File: config.mk
export PLATFORM = sky130hd
export DESIGN_NAME = positional_list_store
export DESIGN_NICKNAME = d
export VERILOG_FILES = /design/src/hdl/pls_pkg.sv /design/src/hdl/pls_ram.sv /design/src/hdl/positional_list_store.sv
export SDC_FILE = /design/constraint.sdc
export NUM_CORES = 2
export LEC_CHECK = 0
export BUFFER_PORTS_ARGS = -buffer_cell sky130_fd_sc_hd__clkbuf_2
export CAP_MARGIN = 5
export CORE_MARGIN = 2
export CORE_UTILIZATION = 45
export DETAILED_ROUTE_END_ITERATION = 8
export PLACE_DENSITY_LB_ADDON = 0.2
export SYNTH_ARGS = -nofsm -noshare
export SYNTH_HDL_FRONTEND = slang
export SYNTH_SLANG_ARGS = --single-unit
export TNS_END_PERCENT = 10
File: constraint.sdc
create_clock -name i_clk -period 4.3 [get_ports i_clk]
set_clock_uncertainty 0.1 [all_clocks]
set_input_delay 0.43 -clock i_clk [delete_from_list [all_inputs] [get_ports i_clk]]
set_output_delay 0.43 -clock i_clk [all_outputs]
set_load 0.05 [all_outputs]
File: src/hdl/pls_pkg.sv
`default_nettype none
// ----------------------------------------------------------------------------
// pls_pkg
// Shared types and codes for the positional list store.
// ----------------------------------------------------------------------------
package pls_pkg;

    localparam int unsigned OP_W     = 3;
    localparam int unsigned WORD_W   = 32;
    localparam int unsigned POS_W    = 8;
    localparam int unsigned STATUS_W = 3;
    localparam int unsigned LEN_W    = 7;

    // operation codes
    localparam logic [OP_W-1:0] OP_INS_FRONT = 3'd0;
    localparam logic [OP_W-1:0] OP_INS_END   = 3'd1;
    localparam logic [OP_W-1:0] OP_INS_POS   = 3'd2;
    localparam logic [OP_W-1:0] OP_DEL_FRONT = 3'd3;
    localparam logic [OP_W-1:0] OP_DEL_END   = 3'd4;
    localparam logic [OP_W-1:0] OP_DEL_POS   = 3'd5;

    // status codes
    localparam logic [STATUS_W-1:0] ST_OK       = 3'd0;
    localparam logic [STATUS_W-1:0] ST_EMPTY    = 3'd1;
    localparam logic [STATUS_W-1:0] ST_BEYOND   = 3'd2;
    localparam logic [STATUS_W-1:0] ST_APPENDED = 3'd3;
    localparam logic [STATUS_W-1:0] ST_FULL     = 3'd4;

    typedef enum logic [2:0] {
        S_IDLE,
        S_INS,
        S_PUT,
        S_DEL,
        S_DONE
    } t_state;

endpackage
`default_nettype wire

File: src/hdl/pls_ram.sv
`default_nettype none
// ----------------------------------------------------------------------------
// pls_ram
// Generic simple dual-port ram, one write port, one registered read port.
// ----------------------------------------------------------------------------
module pls_ram #(
    parameter int unsigned WIDTH = 32,
    parameter int unsigned DEPTH = 64
) (
    input  wire                      i_clk,
    input  wire                      i_we,
    input  wire [$clog2(DEPTH)-1:0]  i_waddr,
    input  wire [WIDTH-1:0]          i_wdata,
    input  wire [$clog2(DEPTH)-1:0]  i_raddr,
    output logic [WIDTH-1:0]         o_rdata
);

    logic [WIDTH-1:0] r_mem [DEPTH];

    always_ff @(posedge i_clk) begin
        if (i_we) begin
            r_mem[i_waddr] <= i_wdata;
        end
        o_rdata <= r_mem[i_raddr];
    end

endmodule
`default_nettype wire

File: src/hdl/positional_list_store.sv
`default_nettype none
// ----------------------------------------------------------------------------
// positional_list_store
// Packed ordered list of signed words with positional insert and delete.
// ----------------------------------------------------------------------------
// sequence: insert at index k shifts entries k and up one place up, then writes k;
//   delete at k reads entry k, shifts the rest down; failed or unused ops go to the result
// throughput: one item at a time; the shift loop moves one entry per cycle
//   through the single ram read and write port
// reset: i_rst_n synchronous active low clears the length, sequencer and output
//   valid; ram contents are not cleared, only entries below the length are read
module positional_list_store #(
    parameter int unsigned CAPACITY = 64
) (
    input  wire         i_clk,
    input  wire         i_rst_n,
    // input transfer
    input  wire         s_tvalid,
    output logic        s_tready,
    input  wire [47:0]  s_tdata,   // op[2:0], value[34:3], position[42:35], zero pad
    // result transfer
    output logic        m_tvalid,
    input  wire         m_tready,
    output logic [47:0] m_tdata    // status[2:0], removed_value[34:3], length[41:35], zero pad
);

    import pls_pkg::*;

    localparam int unsigned CW   = $clog2(CAPACITY + 1);      // count width
    localparam int unsigned AW   = $clog2(CAPACITY);          // ram address width
    localparam int unsigned CMPW = ((CW > POS_W) ? CW : POS_W) + 1;

    // input fields
    logic [OP_W-1:0]   w_op;
    logic [WORD_W-1:0] w_value;
    logic [POS_W-1:0]  w_pos;

    assign w_op    = s_tdata[2:0];
    assign w_value = s_tdata[34:3];
    assign w_pos   = s_tdata[42:35];

    // sequencer state
    t_state             r_state, n_state;
    logic [CW-1:0]      r_count;
    logic [CW-1:0]      r_ptr;
    logic [CW-1:0]      r_idx;
    logic [CW-1:0]      r_lim;
    logic [WORD_W-1:0]  r_word;
    logic [STATUS_W-1:0] r_stat;
    logic [WORD_W-1:0]  r_rem;

    // read pipeline: what to do with the ram data when it arrives in the cycle after the read
    logic               r_pend_wr;
    logic               r_pend_cap;
    logic [AW-1:0]      r_waddr;

    // result register
    logic               r_out_vld;
    logic [STATUS_W-1:0] r_out_stat;
    logic [WORD_W-1:0]  r_out_rem;
    logic [LEN_W-1:0]   r_out_len;

    logic w_accept;
    logic w_out_free;

    assign s_tready   = (r_state == S_IDLE);
    assign w_accept   = s_tvalid && s_tready;
    assign w_out_free = !r_out_vld || m_tready;

    // ------------------------------------------------------------------------
    // decode of an accepted item
    // ------------------------------------------------------------------------
    logic [CMPW-1:0]     w_pos_e, w_cnt_e, w_pos_m1;
    logic [CW-1:0]       w_cnt_m1;
    t_state              d_next;
    logic [STATUS_W-1:0] d_stat;
    logic [CW-1:0]       d_idx;
    logic [CW-1:0]       d_count;

    assign w_pos_e  = CMPW'(w_pos);
    assign w_cnt_e  = CMPW'(r_count);
    assign w_pos_m1 = w_pos_e - CMPW'(1);
    assign w_cnt_m1 = r_count - CW'(1);

    always_comb begin
        d_next  = S_DONE;
        d_stat  = ST_OK;
        d_idx   = '0;
        d_count = r_count;
        unique case (w_op)
            OP_INS_FRONT, OP_INS_END, OP_INS_POS: begin
                if (r_count >= CW'(CAPACITY)) begin
                    // store full, item dropped
                    d_stat = ST_FULL;
                end else begin
                    d_next  = S_INS;
                    d_count = r_count + CW'(1);
                    if (w_op == OP_INS_FRONT ||
                        (w_op == OP_INS_POS && w_pos_e <= CMPW'(1))) begin
                        d_idx = '0;
                    end else if (w_op == OP_INS_END) begin
                        d_idx = r_count;
                    end else if (w_pos_e > w_cnt_e + CMPW'(1)) begin
                        // past the end: append and flag it
                        d_idx  = r_count;
                        d_stat = ST_APPENDED;
                    end else begin
                        d_idx = w_pos_m1[CW-1:0];
                    end
                end
            end
            OP_DEL_FRONT, OP_DEL_END, OP_DEL_POS: begin
                if (r_count == '0) begin
                    d_stat = ST_EMPTY;
                end else if (w_op == OP_DEL_FRONT ||
                             (w_op == OP_DEL_POS && w_pos_e <= CMPW'(1))) begin
                    d_next  = S_DEL;
                    d_idx   = '0;
                    d_count = w_cnt_m1;
                end else if (w_op == OP_DEL_END) begin
                    d_next  = S_DEL;
                    d_idx   = w_cnt_m1;
                    d_count = w_cnt_m1;
                end else if (w_pos_e > w_cnt_e) begin
                    d_stat = ST_BEYOND;
                end else begin
                    d_next  = S_DEL;
                    d_idx   = w_pos_m1[CW-1:0];
                    d_count = w_cnt_m1;
                end
            end
            default: begin
                // unused op codes change nothing
                d_stat = ST_OK;
            end
        endcase
    end

    // ------------------------------------------------------------------------
    // next state
    // ------------------------------------------------------------------------
    logic w_ins_more;
    logic w_del_more;
    logic [CW-1:0] w_ptr_m1;

    assign w_ins_more = (r_ptr > r_idx);
    assign w_del_more = (r_ptr < r_lim);
    assign w_ptr_m1   = r_ptr - CW'(1);

    always_comb begin
        n_state = r_state;
        unique case (r_state)
            S_IDLE: if (w_accept) n_state = d_next;
            S_INS:  if (!w_ins_more) n_state = S_PUT;
            S_PUT:  n_state = S_DONE;
            S_DEL:  if (!w_del_more) n_state = S_DONE;
            S_DONE: if (w_out_free) n_state = S_IDLE;
            default: n_state = S_IDLE;
        endcase
    end

    // ------------------------------------------------------------------------
    // sequencer outputs: ram read, read pipeline setup, ram write
    // ------------------------------------------------------------------------
    logic               c_rd_issue;
    logic               c_rd_cap;
    logic [AW-1:0]      c_raddr;
    logic [AW-1:0]      c_pend_addr;
    logic               c_we;
    logic [AW-1:0]      c_waddr;
    logic [WORD_W-1:0]  c_wdata;
    logic [WORD_W-1:0]  w_rdata;

    always_comb begin
        c_rd_issue  = 1'b0;
        c_rd_cap    = 1'b0;
        c_raddr     = '0;
        c_pend_addr = '0;
        unique case (r_state)
            S_INS: begin
                // move entry ptr-1 up to ptr
                if (w_ins_more) begin
                    c_rd_issue  = 1'b1;
                    c_raddr     = w_ptr_m1[AW-1:0];
                    c_pend_addr = r_ptr[AW-1:0];
                end
            end
            S_DEL: begin
                // first read is the removed word, the rest move down by one
                if (w_del_more) begin
                    c_rd_issue  = 1'b1;
                    c_rd_cap    = (r_ptr == r_idx);
                    c_raddr     = r_ptr[AW-1:0];
                    c_pend_addr = w_ptr_m1[AW-1:0];
                end
            end
            default: begin
                c_rd_issue = 1'b0;
            end
        endcase

        if (r_state == S_PUT) begin
            c_we    = 1'b1;
            c_waddr = r_idx[AW-1:0];
            c_wdata = r_word;
        end else begin
            c_we    = r_pend_wr;
            c_waddr = r_waddr;
            c_wdata = w_rdata;
        end
    end

    pls_ram #(
        .WIDTH (WORD_W),
        .DEPTH (CAPACITY)
    ) u_ram (
        .i_clk   (i_clk),
        .i_we    (c_we),
        .i_waddr (c_waddr),
        .i_wdata (c_wdata),
        .i_raddr (c_raddr),
        .o_rdata (w_rdata)
    );

    // ------------------------------------------------------------------------
    // registers
    // ------------------------------------------------------------------------
    logic [CW+LEN_W-1:0] w_len_ext;
    assign w_len_ext = {{LEN_W{1'b0}}, r_count};

    always_ff @(posedge i_clk) begin
        if (!i_rst_n) begin
            r_state    <= S_IDLE;
            r_count    <= '0;
            r_pend_wr  <= 1'b0;
            r_pend_cap <= 1'b0;
            r_out_vld  <= 1'b0;
        end else begin
            r_state    <= n_state;
            r_pend_wr  <= c_rd_issue && !c_rd_cap;
            r_pend_cap <= c_rd_issue && c_rd_cap;

            if (w_accept) begin
                r_count <= d_count;
            end

            // result valid is set from the done state and drops once the downstream side takes it
            if (r_state == S_DONE && w_out_free) begin
                r_out_vld <= 1'b1;
            end else if (m_tready) begin
                r_out_vld <= 1'b0;
            end
        end
    end

    // payload, no reset needed
    always_ff @(posedge i_clk) begin
        r_waddr <= c_pend_addr;

        if (w_accept) begin
            r_word <= w_value;
            r_stat <= d_stat;
            r_idx  <= d_idx;
            r_lim  <= r_count;
            r_rem  <= '0;
            // insert walks down from the end, delete walks up from the index
            r_ptr  <= (d_next == S_INS) ? r_count : d_idx;
        end else begin
            if (r_state == S_INS && w_ins_more) begin
                r_ptr <= w_ptr_m1;
            end else if (r_state == S_DEL && w_del_more) begin
                r_ptr <= r_ptr + CW'(1);
            end
            if (r_pend_cap) begin
                r_rem <= w_rdata;
            end
        end

        if (r_state == S_DONE && w_out_free) begin
            r_out_stat <= r_stat;
            r_out_rem  <= r_rem;
            r_out_len  <= w_len_ext[LEN_W-1:0];
        end
    end

    assign m_tvalid = r_out_vld;
    assign m_tdata  = {6'd0, r_out_len, r_out_rem, r_out_stat};

    // ------------------------------------------------------------------------
    // assertions
    // ------------------------------------------------------------------------
    a_count_bound: assert property (@(posedge i_clk) disable iff (!i_rst_n)
        r_count <= CW'(CAPACITY))
        else $error("list length above capacity");

    a_put_at_index: assert property (@(posedge i_clk) disable iff (!i_rst_n)
        (r_state == S_PUT) |-> (r_ptr == r_idx))
        else $error("insert slot written before shift finished");

    a_pend_in_loop: assert property (@(posedge i_clk) disable iff (!i_rst_n)
        (r_pend_wr || r_pend_cap) |-> (r_state == S_INS || r_state == S_DEL))
        else $error("ram read data used outside a shift loop");

    a_cap_in_delete: assert property (@(posedge i_clk) disable iff (!i_rst_n)
        r_pend_cap |-> (r_state == S_DEL && $past(r_ptr) == r_idx))
        else $error("removed word captured at wrong index");

endmodule
`default_nettype wire
==> results.ini <==
[detailed_routing]
drt-initial-drc-count = 6747
avgViaCountPerCell = 5.93
drt-pass1-iter-count = 5
wl_um = 270000
post_drt_wl_per_cell_um = 29.0
drc = 0
antenna_left = 0
vias = 55259

[synthesis]
ys_types = 68
yosysTopAreaCellShare = 0.739
synth_area_leaders = edfxtp_1, nand2_1, mux2i_1
syn_avg_cell_area_sq_um = 14.3
synthesis.area_sq_um = 87200
synth_edf_count = 2146
async_flop_share = 0
netlist_instances = 6110
synth_warnings = 0
ys_ff_latch = 2229
ys_seq_area_frac = 0.758
synth_top_area_cell = edfxtp_1
synthFlopType = edfxtp_1

[setup_path]
path_cells = inv_1, ha_1, a211o_1, a21oi_2, a21oi_2, buf_4, a21boi_4, buf_12, buf_12, buf_16, mux2i_1, o22ai_1, o41ai_4, buf_4, o22ai_2, or3_1
slowest_stage = o41ai_4
cp_num_buf_inv = 6
critical_path_class = reg2reg
cp_slowest_stage_delay_ns = 0.49
critPathLaunchType = flip-flop
crit_required_ns = 4.93
critPathMaxFanout = 19
critical-path-top-delay-family = compound AO/OA/AOI/OAI gates
worst_ep_arrival_time_ns = 4.92
crit_path_end_kind = flip-flop

[place]
hpwl_um = 158000
portBuffers = 90
place.gp.congestion = 0.899

[finish]
final_cell_mix = edfxtp_1, nand2_1, a21oi_1
final_util = 0.536
area_growth_pct = 18.3
nets = 6666
drive_above_1_share = 0.162
final_common_cell = edfxtp_1

[status]
status = finished, final reports clean

[clocking]
cts.sinks = 2229
htreeDepth = 4
cts_buffer_depth = 3
cts-root-buf = clkbuf_16
clkTransAtPathRegs_ns = 0.06
insertion_delay_ns = 0.87
cts_buffers = 223
cts_tree = yes

[power_and_ir_drop]
power_leakage_nw = 37.0
internal-power_w = 0.0384
comb_power_share = 0.134
powerDensity_nw_per_um2 = 508
switchingPower_w = 0.0140
clkPwrFrac = 0.362
pwr-share-seq = 0.504
ir_worst_vdd_v = 0.000331
switching_share = 0.266
p_total_w = 0.0524

[flow_run]
drv_cap = 0

[floorplanning]
dieHeight_um = 444
core-area_sq_um = 193000
chipWidth_um = 444
initial_core_util = 0.453
die_area_sq_um = 197000
io_pins = 102
row_count = 161

[timing]
hold_viol = 0
setup_violations = 0
timing.fmax_mhz = 233
period_needed_ns = 4.29
drv_slew = 0
tightest_slew_ns = 1.17
finalCritPeriodShare = 0.997
relSlewSlack = 0.222
grt_setup_unrepaired = yes

[global_routing]
met1_usage = 0.375
grt_max_degree = 68
gr-usage-all-layers = 0.266
grt_pass1_wl_um = 378000
use_met3 = 0.0515
grt_pass1_vias = 52407
top_usage_layer = met2
grtUsageMet2 = 0.414
grt-ovfl-total = 0
antenna_found_initial = 18

[hold_path]
min-delay-path-class = in2reg

==> power by group through the flow <==
stage	Clock (W)	Combinational (W)	Sequential, W
finish	0.0190	0.00700	0.0264
global route	0.0200	0.00732	0.0264
CTS	0.0192	0.00681	0.0264
detailed placement	0	0.00675	0.0269
global placement	0	0.00662	0.0269
floorplan	0	0.00295	0.0269
==> sequential cells by signal, summed over array words and instances, names as in the netlist <==
register / flops
u_ram.o_rdata: 32
r_out_rem: 32
r_out_stat: 3
r_state: 3
r_count: 7
r_waddr: 6
r_word: 32
r_ptr: 7
r_lim: 7
m_tvalid: 1
r_pend_cap: 1
r_pend_wr: 1
r_out_len: 7
r_rem: 32
u_ram.r_mem: 2048
r_stat: 3
r_idx: 7
==> metrics by stage <==
step                hold WS [ns]  setup slack (ns)  setup TNS (ns)  instance area [sq um]  cells
floorplan                  0.300             0.121               0                  87300   6115
global placement           0.304            -0.578           -2.89                  94900   8826
detailed placement         0.312            -0.519           -2.72                  94900   8827
CTS                      0.00855           -0.0773          -0.172                 103000   9283
global route              0.0534           -0.0533          -0.238                 103000   9300
finish                    0.0450            0.0148               0                 103000   9312
==> kinds of logic after synthesis <==
family	Yosys count	share of synthesized area
compound gates	1006	0.0681
mux	426	0.0489
simple gates	1983	0.0956
other cells	1	0.0000430
fa+ha+maj	35	0.00502
buf+inv	406	0.0223
flops	2229	0.758
xor+xnor	24	0.00241
==> layout make-up <==
class	count	area, sq um
fill	15538	89400
sequential	2229	66100
multi-input combinational	3481	20400
timing repair buffer	615	6300
clock buffer	293	5960
tap	2526	3160
clock inverter	126	1130
inverter	29	110
antenna	13	32.5
==> path summary, 6_finish.rpt <==
kind | start | endpoint | slack, ns | cells after the start
min reg2reg | r_stat[0]$_DFFE_PP_ | r_out_stat[0]$_DFFE_PP_ | 0.32 | 0
max | r_idx[4]$_DFFE_PP_ | u_ram.o_rdata[10]$_DFF_P_ | 0.01 | 16
max reg2reg | r_idx[4]$_DFFE_PP_ | u_ram.o_rdata[10]$_DFF_P_ | 0.01 | 16
min | s_tdata[35] | r_idx[0]$_DFFE_PP_ | 0.04 | 2
==> metal layers <==
metal	part of all wire	up-vias	wire length, um
met1	0.41	28238	110000
met3	0.10	417	27000
li1	-	23961	-
met4	0.036	4	9790
met5	0.00010	-	27
met2	0.45	2639	123000
==> worst reg2reg max path, delay by kind of cell, from the launching register on <==
family,cells,cell delay [ns]
multiplexers,1,0.22
adder cells (fa/ha/maj),1,0.25
buffers and inverters,6,1.19
flip-flops,1,0.41
AO/OA/AOI/OAI,7,1.60
AND/OR/NAND/NOR,1,0.36
==> what timing repair did <==
item | CTS | global route
buffers inserted | 0 | 11
resized for setup | 26 | 69
gates cloned | 0 | 5
endpoints found under the hold margin | 46 | 0
hold buffers | 37 | 0
setup endpoints to repair | 18 | 24
pin swaps | 0 | 11
==> synthesized netlist by cell type, types with 55 or more instances <==
cell / instances
edfxtp_1: 2146
nand2_1: 1440
a21oi_1: 548
mux2i_1: 426
o22ai_1: 197
nor4_1: 174
clkbuf_1: 161
buf_2: 134
nor2_1: 127
nand3_1: 101
dfxtp_1: 83
nor3_1: 55
Power figures use the tool's default switching activity.
